$ cat src/design/sis_pkg.sv
package sis_pkg;

  localparam int unsigned IdxW = 11;
  localparam int unsigned RankW = 10;
  localparam int unsigned ModeW = 3;
  localparam int unsigned WordW = 8;
  localparam int unsigned SetMaxDefault = 1024;
  localparam logic [IdxW-1:0] SetSizeReset = IdxW'(1024);

  typedef enum logic [ModeW-1:0] {
    MODE_ADD        = 3'd0,
    MODE_REMOVE     = 3'd1,
    MODE_ADD_RANGE  = 3'd2,
    MODE_REM_RANGE  = 3'd3,
    MODE_ADD_ALL    = 3'd4,
    MODE_REMOVE_ALL = 3'd5,
    MODE_READ       = 3'd6
  } mode_e;

  typedef struct packed {
    logic load;
    logic rd;
    logic wr;
    logic finish;
  } ctrl_cmd_t;

  typedef struct packed {
    logic sweep;
  } dp_status_t;

  function automatic logic [3:0] popcount8(input logic [WordW-1:0] w);
    logic [3:0] c;
    c = '0;
    for (int b = 0; b < WordW; b++) begin
      c = c + 4'(w[b]);
    end
    return c;
  endfunction

endpackage

$ cat src/design/sis_ctrl.sv
module sis_ctrl #(
  parameter int unsigned NumWords = 128,
  parameter int unsigned AddrW = 7
) (
  input  logic                   clk_i,
  input  logic                   rst_ni,
  input  logic                   start_i,
  input  sis_pkg::dp_status_t    status_i,
  output sis_pkg::ctrl_cmd_t     cmd_o,
  output logic [AddrW-1:0]       addr_o,
  output logic                   busy_o
);
  import sis_pkg::*;

  typedef enum logic [4:0] {
    ST_IDLE   = 5'b00001,
    ST_CHECK  = 5'b00010,
    ST_READ   = 5'b00100,
    ST_MODIFY = 5'b01000,
    ST_DONE   = 5'b10000
  } state_e;

  state_e state_q, state_d;
  logic [AddrW-1:0] cnt_q, cnt_d;

  always_comb begin
    state_d = state_q;
    cnt_d = cnt_q;
    cmd_o = '0;
    case (state_q)
      ST_IDLE: begin
        if (start_i) begin
          cmd_o.load = 1'b1;
          state_d = ST_CHECK;
        end
      end
      ST_CHECK: begin
        cnt_d = '0;
        state_d = status_i.sweep ? ST_READ : ST_DONE;
      end
      ST_READ: begin
        cmd_o.rd = 1'b1;
        state_d = ST_MODIFY;
      end
      ST_MODIFY: begin
        cmd_o.wr = 1'b1;
        if (cnt_q == AddrW'(NumWords - 1)) begin
          state_d = ST_DONE;
        end else begin
          cnt_d = cnt_q + 1'b1;
          state_d = ST_READ;
        end
      end
      ST_DONE: begin
        cmd_o.finish = 1'b1;
        state_d = ST_IDLE;
      end
      default: begin
        state_d = ST_IDLE;
      end
    endcase
  end

  always_ff @(posedge clk_i or negedge rst_ni) begin
    if (!rst_ni) begin
      state_q <= ST_IDLE;
      cnt_q <= '0;
    end else begin
      state_q <= state_d;
      cnt_q <= cnt_d;
    end
  end

  assign addr_o = cnt_q;
  assign busy_o = (state_q != ST_IDLE);

endmodule

$ cat src/design/sis_dp.sv
module sis_dp #(
  parameter int unsigned SetMax = 1024,
  parameter int unsigned NumWords = 128,
  parameter int unsigned AddrW = 7
) (
  input  logic                          clk_i,
  input  logic                          rst_ni,
  input  sis_pkg::ctrl_cmd_t            cmd_i,
  input  logic [AddrW-1:0]              addr_i,
  output sis_pkg::dp_status_t           status_o,
  input  logic [sis_pkg::IdxW-1:0]      set_size_i,
  input  logic [sis_pkg::ModeW-1:0]     mode_i,
  input  logic [sis_pkg::IdxW-1:0]      first_index_i,
  input  logic [sis_pkg::IdxW-1:0]      last_index_i,
  input  logic [sis_pkg::RankW-1:0]     rank_i,
  output logic                          done_o,
  output logic [sis_pkg::IdxW-1:0]      member_count_o,
  output logic [sis_pkg::IdxW-1:0]      changed_count_o,
  output logic [sis_pkg::IdxW-1:0]      read_value_o,
  output logic                          error_o
);
  import sis_pkg::*;

  logic [WordW-1:0] mem [NumWords];
  logic [NumWords-1:0] valid_q;
  logic [WordW-1:0] rdata_q;
  logic rvalid_q;

  logic [ModeW-1:0] mode_q;
  logic [IdxW-1:0] first_q, last_q, lim_q;
  logic [RankW-1:0] rank_q;
  logic [IdxW-1:0] total_q, chg_q, acc_q, readv_q;
  logic found_q, err_q, sweep_q;
  logic done_q;
  logic [IdxW-1:0] cnt_out_q, chg_out_q, readv_out_q;
  logic err_out_q;

  logic [IdxW-1:0] lim;
  logic range_ok, idx_ok;
  logic [WordW-1:0] old_w, new_w, mask;
  logic [31:0] lo, hi, base;
  logic modifies;
  logic [3:0] pc, dpc;
  logic [IdxW-1:0] k_full;
  logic [2:0] k;
  logic [3:0] run;
  logic hit;
  logic [2:0] hit_pos;
  logic [IdxW-1:0] cnt_d, chg_d;

  assign lim = ({21'b0, set_size_i} > 32'(SetMax)) ? IdxW'(SetMax) : set_size_i;
  assign idx_ok = (first_index_i >= IdxW'(1)) && (first_index_i <= lim);
  assign range_ok = (first_index_i >= IdxW'(1)) && (last_index_i <= lim) &&
                    (first_index_i <= last_index_i);

  assign old_w = rvalid_q ? rdata_q : '0;
  assign base = 32'(addr_i) * WordW;

  always_comb begin
    lo = {21'b0, first_q};
    hi = {21'b0, last_q};
    if (mode_q == MODE_ADD || mode_q == MODE_REMOVE) begin
      hi = {21'b0, first_q};
    end else if (mode_q == MODE_ADD_ALL) begin
      lo = 32'd1;
      hi = {21'b0, lim_q};
    end
    for (int b = 0; b < WordW; b++) begin
      mask[b] = ((base + 32'(b) + 32'd1) >= lo) && ((base + 32'(b) + 32'd1) <= hi) &&
                ((base + 32'(b) + 32'd1) <= 32'(SetMax));
    end
    modifies = 1'b1;
    case (mode_q)
      MODE_ADD, MODE_ADD_RANGE: new_w = old_w | mask;
      MODE_REMOVE, MODE_REM_RANGE: new_w = old_w & ~mask;
      MODE_ADD_ALL: new_w = mask;
      default: begin
        new_w = old_w;
        modifies = 1'b0;
      end
    endcase
  end

  assign pc = popcount8(old_w);
  assign dpc = popcount8(old_w ^ new_w);
  assign k_full = IdxW'(rank_q) - acc_q;
  assign k = k_full[2:0];

  always_comb begin
    run = '0;
    hit_pos = '0;
    hit = 1'b0;
    for (int b = 0; b < WordW; b++) begin
      if (old_w[b] && !hit && run == {1'b0, k}) begin
        hit = 1'b1;
        hit_pos = 3'(b);
      end
      run = run + 4'(old_w[b]);
    end
  end

  always_comb begin
    cnt_d = total_q;
    chg_d = '0;
    case (mode_q)
      MODE_ADD, MODE_ADD_RANGE: begin
        cnt_d = total_q + chg_q;
        chg_d = chg_q;
      end
      MODE_REMOVE, MODE_REM_RANGE: begin
        cnt_d = total_q - chg_q;
        chg_d = chg_q;
      end
      MODE_ADD_ALL: begin
        if (sweep_q) begin
          cnt_d = lim_q;
          chg_d = lim_q - total_q;
        end
      end
      MODE_REMOVE_ALL: begin
        cnt_d = '0;
        chg_d = total_q;
      end
      default: begin
        cnt_d = total_q;
        chg_d = '0;
      end
    endcase
  end

  always_ff @(posedge clk_i) begin
    if (cmd_i.rd) begin
      rdata_q <= mem[addr_i];
    end
    if (cmd_i.wr && modifies) begin
      mem[addr_i] <= new_w;
    end
  end

  always_ff @(posedge clk_i or negedge rst_ni) begin
    if (!rst_ni) begin
      valid_q <= '0;
      rvalid_q <= 1'b0;
      total_q <= '0;
      done_q <= 1'b0;
      sweep_q <= 1'b0;
    end else begin
      done_q <= cmd_i.finish;
      if (cmd_i.rd) begin
        rvalid_q <= valid_q[addr_i];
      end
      if (cmd_i.wr && modifies) begin
        valid_q[addr_i] <= 1'b1;
      end
      if (cmd_i.load) begin
        case (mode_i)
          MODE_ADD: sweep_q <= idx_ok;
          MODE_REMOVE, MODE_READ: sweep_q <= 1'b1;
          MODE_ADD_RANGE, MODE_REM_RANGE: sweep_q <= range_ok;
          MODE_ADD_ALL: sweep_q <= (total_q < lim);
          default: sweep_q <= 1'b0;
        endcase
      end
      if (cmd_i.finish) begin
        total_q <= cnt_d;
        if (mode_q == MODE_REMOVE_ALL) begin
          valid_q <= '0;
        end
      end
    end
  end

  always_ff @(posedge clk_i) begin
    if (cmd_i.load) begin
      mode_q <= mode_i;
      first_q <= first_index_i;
      last_q <= last_index_i;
      rank_q <= rank_i;
      lim_q <= lim;
      chg_q <= '0;
      acc_q <= '0;
      found_q <= 1'b0;
      readv_q <= '0;
      case (mode_i)
        MODE_ADD: err_q <= !idx_ok;
        MODE_ADD_RANGE, MODE_REM_RANGE: err_q <= !range_ok;
        default: err_q <= 1'b0;
      endcase
    end
    if (cmd_i.wr) begin
      chg_q <= chg_q + IdxW'(dpc);
      acc_q <= acc_q + IdxW'(pc);
      if (mode_q == MODE_READ && !found_q && (acc_q + IdxW'(pc)) > IdxW'(rank_q)) begin
        found_q <= 1'b1;
        readv_q <= IdxW'(base + 32'(hit_pos) + 32'd1);
      end
    end
    if (cmd_i.finish) begin
      cnt_out_q <= cnt_d;
      chg_out_q <= chg_d;
      readv_out_q <= (mode_q == MODE_READ && found_q) ? readv_q : '0;
      err_out_q <= err_q;
    end
  end

  assign status_o.sweep = sweep_q;
  assign done_o = done_q;
  assign member_count_o = cnt_out_q;
  assign changed_count_o = chg_out_q;
  assign read_value_o = readv_out_q;
  assign error_o = err_out_q;

endmodule

$ cat src/design/sorted_index_subset_store.sv
// Sorted index subset store. A command is taken when start is high and busy is low; its
// single result appears on the result ports as done_o goes high for exactly one cycle, and the
// receiver cannot stall it. The set is held as a bitmap in a memory of 8-bit words, and every
// sweeping command walks all words, reading and then updating each word in turn, while
// refused commands, remove all, add all with nothing to add and undefined modes go from the
// check state straight to done without a walk. Remove all clears the per-word valid flags at
// once, so no clearing pass is needed after reset.
module sorted_index_subset_store #(
  parameter int unsigned SET_MAX = sis_pkg::SetMaxDefault
) (
  input  logic                          clk_i,
  input  logic                          rst_ni,
  input  logic                          start,
  output logic                          busy,
  input  logic [sis_pkg::ModeW-1:0]     mode_i,
  input  logic [sis_pkg::IdxW-1:0]      first_index_i,
  input  logic [sis_pkg::IdxW-1:0]      last_index_i,
  input  logic [sis_pkg::RankW-1:0]     rank_i,
  output logic                          done_o,
  output logic [sis_pkg::IdxW-1:0]      member_count_o,
  output logic [sis_pkg::IdxW-1:0]      changed_count_o,
  output logic [sis_pkg::IdxW-1:0]      read_value_o,
  output logic                          error_o,
  input  logic                          psel,
  input  logic                          penable,
  input  logic                          pwrite,
  input  logic [2:0]                    paddr,
  input  logic [31:0]                   pwdata,
  output logic [31:0]                   prdata,
  output logic                          pready
);
  import sis_pkg::*;

  localparam int unsigned NumWords = (SET_MAX + WordW - 1) / WordW;
  localparam int unsigned AddrW = (NumWords > 1) ? $clog2(NumWords) : 1;

  logic [IdxW-1:0] set_size_q;
  ctrl_cmd_t cmd;
  dp_status_t status;
  logic [AddrW-1:0] addr;

  always_ff @(posedge clk_i or negedge rst_ni) begin
    if (!rst_ni) begin
      set_size_q <= SetSizeReset;
    end else if (psel && penable && pwrite && paddr == 3'd0) begin
      set_size_q <= pwdata[IdxW-1:0];
    end
  end

  assign pready = 1'b1;
  assign prdata = (paddr == 3'd0) ? {21'b0, set_size_q} : 32'b0;

  sis_ctrl #(
    .NumWords(NumWords),
    .AddrW(AddrW)
  ) u_ctrl (
    .clk_i(clk_i),
    .rst_ni(rst_ni),
    .start_i(start),
    .status_i(status),
    .cmd_o(cmd),
    .addr_o(addr),
    .busy_o(busy)
  );

  sis_dp #(
    .SetMax(SET_MAX),
    .NumWords(NumWords),
    .AddrW(AddrW)
  ) u_dp (
    .clk_i(clk_i),
    .rst_ni(rst_ni),
    .cmd_i(cmd),
    .addr_i(addr),
    .status_o(status),
    .set_size_i(set_size_q),
    .mode_i(mode_i),
    .first_index_i(first_index_i),
    .last_index_i(last_index_i),
    .rank_i(rank_i),
    .done_o(done_o),
    .member_count_o(member_count_o),
    .changed_count_o(changed_count_o),
    .read_value_o(read_value_o),
    .error_o(error_o)
  );

endmodule
$ cat config.mk
export PLATFORM = sky130hd
export DESIGN_NAME = sorted_index_subset_store
export DESIGN_NICKNAME = d
export VERILOG_FILES = /design/src/design/sis_pkg.sv /design/src/design/sis_ctrl.sv /design/src/design/sis_dp.sv /design/src/design/sorted_index_subset_store.sv
export SDC_FILE = /design/constraint.sdc
export NUM_CORES = 2
export LEC_CHECK = 0
export BUFFER_PORTS_ARGS = -buffer_cell sky130_fd_sc_hd__buf_2
export CAP_MARGIN = 20
export CORE_MARGIN = 2
export CORE_UTILIZATION = 45
export DETAILED_ROUTE_END_ITERATION = 6
export PLACE_DENSITY = 0.71
export SYNTH_ARGS = -nofsm -noshare
export SYNTH_HDL_FRONTEND = slang
export SYNTH_SLANG_ARGS = --single-unit
$ cat constraint.sdc
create_clock -name clk_i -period 14 [get_ports clk_i]
set_clock_uncertainty 0.15 [all_clocks]
set_input_delay 0.7 -clock clk_i [delete_from_list [all_inputs] [get_ports clk_i]]
set_output_delay 0.7 -clock clk_i [all_outputs]
set_load 0.05 [all_outputs]
==> results.sh <==
export IMPL_status="complete, no violations"
export IMPL_tightest_slew_ps=1260
export IMPL_relSlewSlack_pct=16.0
export IMPL_power_uw=9380
export IMPL_path_max_fanout=28
export IMPL_critPathKind="register to register"
export IMPL_synth_enable_flop_cells=1135
export IMPL_crit_slowest_cell="edfxtp_1"
export IMPL_multi_input_area_um2=15900
export IMPL_ff2ff_setup_slack_ps=5480
export IMPL_crit_start="u_dp.mode_q[0]$_DFFE_PP_"
export IMPL_tns_ps=0
export IMPL_cts_root_buffer="clkbuf_16"
export IMPL_grt_setup_unrepaired="no"
export IMPL_grt_pass1_vias=34800
export IMPL_rows=128
export IMPL_yosys_warnings=0
export IMPL_die_x_um=355
export IMPL_ys_seq_area_share_pct=69.2
export IMPL_worst_slack_ps=5480
export IMPL_fin_crit_sh_pct=60.9
export IMPL_reg2reg_to="u_dp.chg_q[7]$_SDFFCE_PN0P_"
export IMPL_ir_worst_vdd_mv=0.107
export IMPL_grt_antenna_before_repair=2
export IMPL_hpwl_mm=90.0
export IMPL_dieArea_um2=126000
export IMPL_htree_levels=4
export IMPL_nets=4152
export IMPL_num_fill_cells=9923
export IMPL_overflow=0
export IMPL_final_hold_violation_count=0
export IMPL_yosysUniqueCellTypes=95
export IMPL_numPortBuffers=101
export IMPL_drt_wl_total_mm=151
export IMPL_syn_area_um2=55600
export IMPL_worst_path_buf_inv=2
export IMPL_final_cell_area_um2=62600
export IMPL_cp_common_cell="fa_1"
export IMPL_grt_pass1_wl_mm=224
export IMPL_clkSinkCount=1312
export IMPL_wl_per_cell_um=26.7
export IMPL_cts_tree="done"
export IMPL_die_h_um=355
export IMPL_start_util_pct=45.5
export IMPL_endpoint="u_dp.chg_q[7]$_SDFFCE_PN0P_"
export IMPL_start_kind="register"
export IMPL_r2r_cells=24
export IMPL_finalMaxSlewViolations=0
export IMPL_cts_buffers=132
export IMPL_p_leak_uw=0.0211
export IMPL_critical_path_cell_count=24
export IMPL_path_clk_slew_ps=60
export IMPL_max_freq_mhz=117
export IMPL_final_util_pct=51.2
export IMPL_ys_flop_type="edfxtp_1"
export IMPL_cts_resized_gates=0
export IMPL_insertion_delay_ps=770
export IMPL_hold_path_class="input port to register"
export IMPL_cp_required_ps=14350
export IMPL_finalCriticalPeriod_ps=8520
export IMPL_postSynthCellCount=3828
export IMPL_synth_area_per_cell_um2=14.5
export IMPL_place_gp_congestion=0.891
export IMPL_post_dp_cell_area_um2=57800
export IMPL_drtIter0Drc=4602
export IMPL_first_pass_iters=6
export IMPL_finalSetupViolCount=0
export IMPL_routed_via_density=6.20
export IMPL_drc=0
export IMPL_seq_area_um2=38500
export IMPL_path_cells="nor2_1, a22o_1, a21oi_1, ha_1, a21o_1, maj3_2, a2111oi_4, o2bb2ai_2, a31oi_1, mux2i_1, ha_1, fa_1, inv_1, fa_1, fa_1, fa_1, inv_1, ha_1, a21o_1, a21oi_1, nor2b_1, o21ai_0, or3_1, a21oi_1"
export IMPL_synth_seq_cells=1312
export IMPL_cp_end_kind="register"
export IMPL_critPathMaxStageDelay_ps=990
export IMPL_track_usage_pct=23.7
export IMPL_grt_max_degree=119
export IMPL_drv_cap=0
export IMPL_pre_cts_slack_ps=5560
export IMPL_detail_route_antenna_nets=0
export IMPL_ioPinCount=145
export IMPL_crit_family="adder cells"
export IMPL_p_per_area_nw_per_um2=150
export IMPL_vias=35177
export IMPL_worstReg2RegStart="u_dp.mode_q[0]$_DFFE_PP_"
export IMPL_synthArstFlopShare_pct=12.6
export IMPL_core_area_um2=122000
export IMPL_cts_path_max_buffers=3
export IMPL_antennaDiodeCount=0
export IMPL_worstPathArrival_ps=8880
export IMPL_area_growth_pct=12.7
export IMPL_layout_drive_gt1_share_pct=12.4
metrics by stage:
stage | std cells | hold WS, ps
4_1_cts | 5666 | 1.38
2_1_floorplan | 3848 | 250
6_report | 5671 | 37.4
3_5_place_dp | 5393 | 281
5_1_grt | 5671 | 17.6
3_3_place_gp | 5393 | 265
synth_stat cells (21+ instances only):
library cell	number	share of area, %
buf_2	52	0.47
o211ai_1	32	0.43
a22o_1	69	1.1
nand3_1	65	0.59
buf_4	25	0.34
edfxtp_1	1135	61
a221oi_1	101	1.6
mux2_2	56	1.1
nor3_1	36	0.32
o21a_1	145	2.0
o21ai_0	152	1.4
dfrtp_1	163	7.3
mux2i_1	43	0.77
inv_1	91	0.61
ha_1	130	2.9
clkbuf_1	144	0.97
a21o_1	27	0.36
a22oi_1	322	4.4
xor2_1	30	0.47
buf_1	29	0.20
a211oi_1	21	0.28
and2_1	30	0.34
xnor2_1	39	0.61
nor2_1	228	1.5
nand4_1	81	0.91
a21oi_1	123	1.1
nand2_1	164	1.1
nor2b_1	32	0.36
registers in the layout (all words and copies together), names as in the netlist, 3 cells and up:
register / cells
u_dp.last_q: 11
set_size_q: 11
u_dp.mem: 1024
u_ctrl.addr_o: 7
u_dp.valid_q: 128
u_dp.total_q: 11
u_ctrl.state_q: 5
u_dp.readv_q: 11
u_dp.rdata_q: 8
u_dp.chg_q: 11
u_dp.lim_q: 11
u_dp.changed_count_o: 11
u_dp.member_count_o: 11
u_dp.mode_q: 3
u_dp.first_q: 11
u_dp.acc_q: 11
u_dp.rank_q: 10
u_dp.read_value_o: 11
layer usage:
layer / GRT usage [%] / up-vias / share of wire [%]
met3: 4.82 / 336 / 9.2
li1: - / 15271 / -
met1: 30.6 / 17733 / 39
met5: 0 / - / 0.015
met2: 39.2 / 1833 / 49
met4: 9.24 / 4 / 3.5
timing repair:
item | 4_1_cts | 5_1_grt
hold buffers | 28 | 0
hold endpoints to repair | 118 | 0
setup buffers | 0 | 0
cell usage in the layout (no fill, tap or decap), types with 123 or more instances in the layout:
master and n:
a21oi_1 123, a22oi_1 322, clkbuf_16 134, o21a_1 145
ha_1 130, o21ai_0 152, nand2_1 163, dfrtp_1 158
edfxtp_1 1135, nor2_1 227
cell type report:
type | instances | area share (%)
clock buffer | 177 | 5.79
clock inverter | 68 | 1.34
inverter | 95 | 0.570
multi-input combinational | 2190 | 25.4
sequential | 1312 | 61.5
tap | 1625 | 3.25
timing repair buffer | 204 | 2.23
worst min-delay path by stage:
stage,startpoint,end,slack [ps],depth (start not counted)
final,first_index_i[0],u_dp.first_q[0]$_DFFE_PP_,40,1
after global routing,last_index_i[6],u_dp.last_q[6]$_DFFE_PP_,20,1
after CTS,mode_i[2],u_dp.mode_q[2]$_DFFE_PP_,1,1
after detailed placement,u_dp.err_q$_DFFE_PP_,u_dp.error_o$_DFFE_PP_,280,0
after global placement,u_dp.err_q$_DFFE_PP_,u_dp.error_o$_DFFE_PP_,260,0
after floorplan,rst_ni,set_size_q[0]$_DFFE_PN0P_,250,0
worst reg2reg max path: stages, from the launching register on:
cell and delay, ps:
edfxtp_1 990, nor2_1 390, a22o_1 300, a21oi_1 290, ha_1 310, a21o_1 190
maj3_2 340, a2111oi_4 470, o2bb2ai_2 200, a31oi_1 470, mux2i_1 270, ha_1 280
fa_1 530, inv_1 50, fa_1 510, fa_1 480, fa_1 560, inv_1 60
ha_1 270, a21o_1 170, a21oi_1 180, nor2b_1 80, o21ai_0 440, or3_1 200
a21oi_1 70
power breakdown:
part	switching (uW)	internal [uW]
Combinational	848	456
Clock	1570	2040
Sequential	121	4340
logic make-up (layout without fill, tap and decap cells):
group                      count (synthesis)  after routing  synth area share [%]
muxes                                    119            119                  2.70
and+or+nand+nor                          714            714                  6.24
xor gates and xnor gates                  72             72                  1.21
adders and majority gates                144            144                  3.38
AOI/OAI and AO/OA                       1119           1119                  14.6
other                                      2             22                0.0135
buffers and inverters                    346            544                  2.64
DFF                                     1312           1312                  69.2
Power figures use the tool's default switching activity.
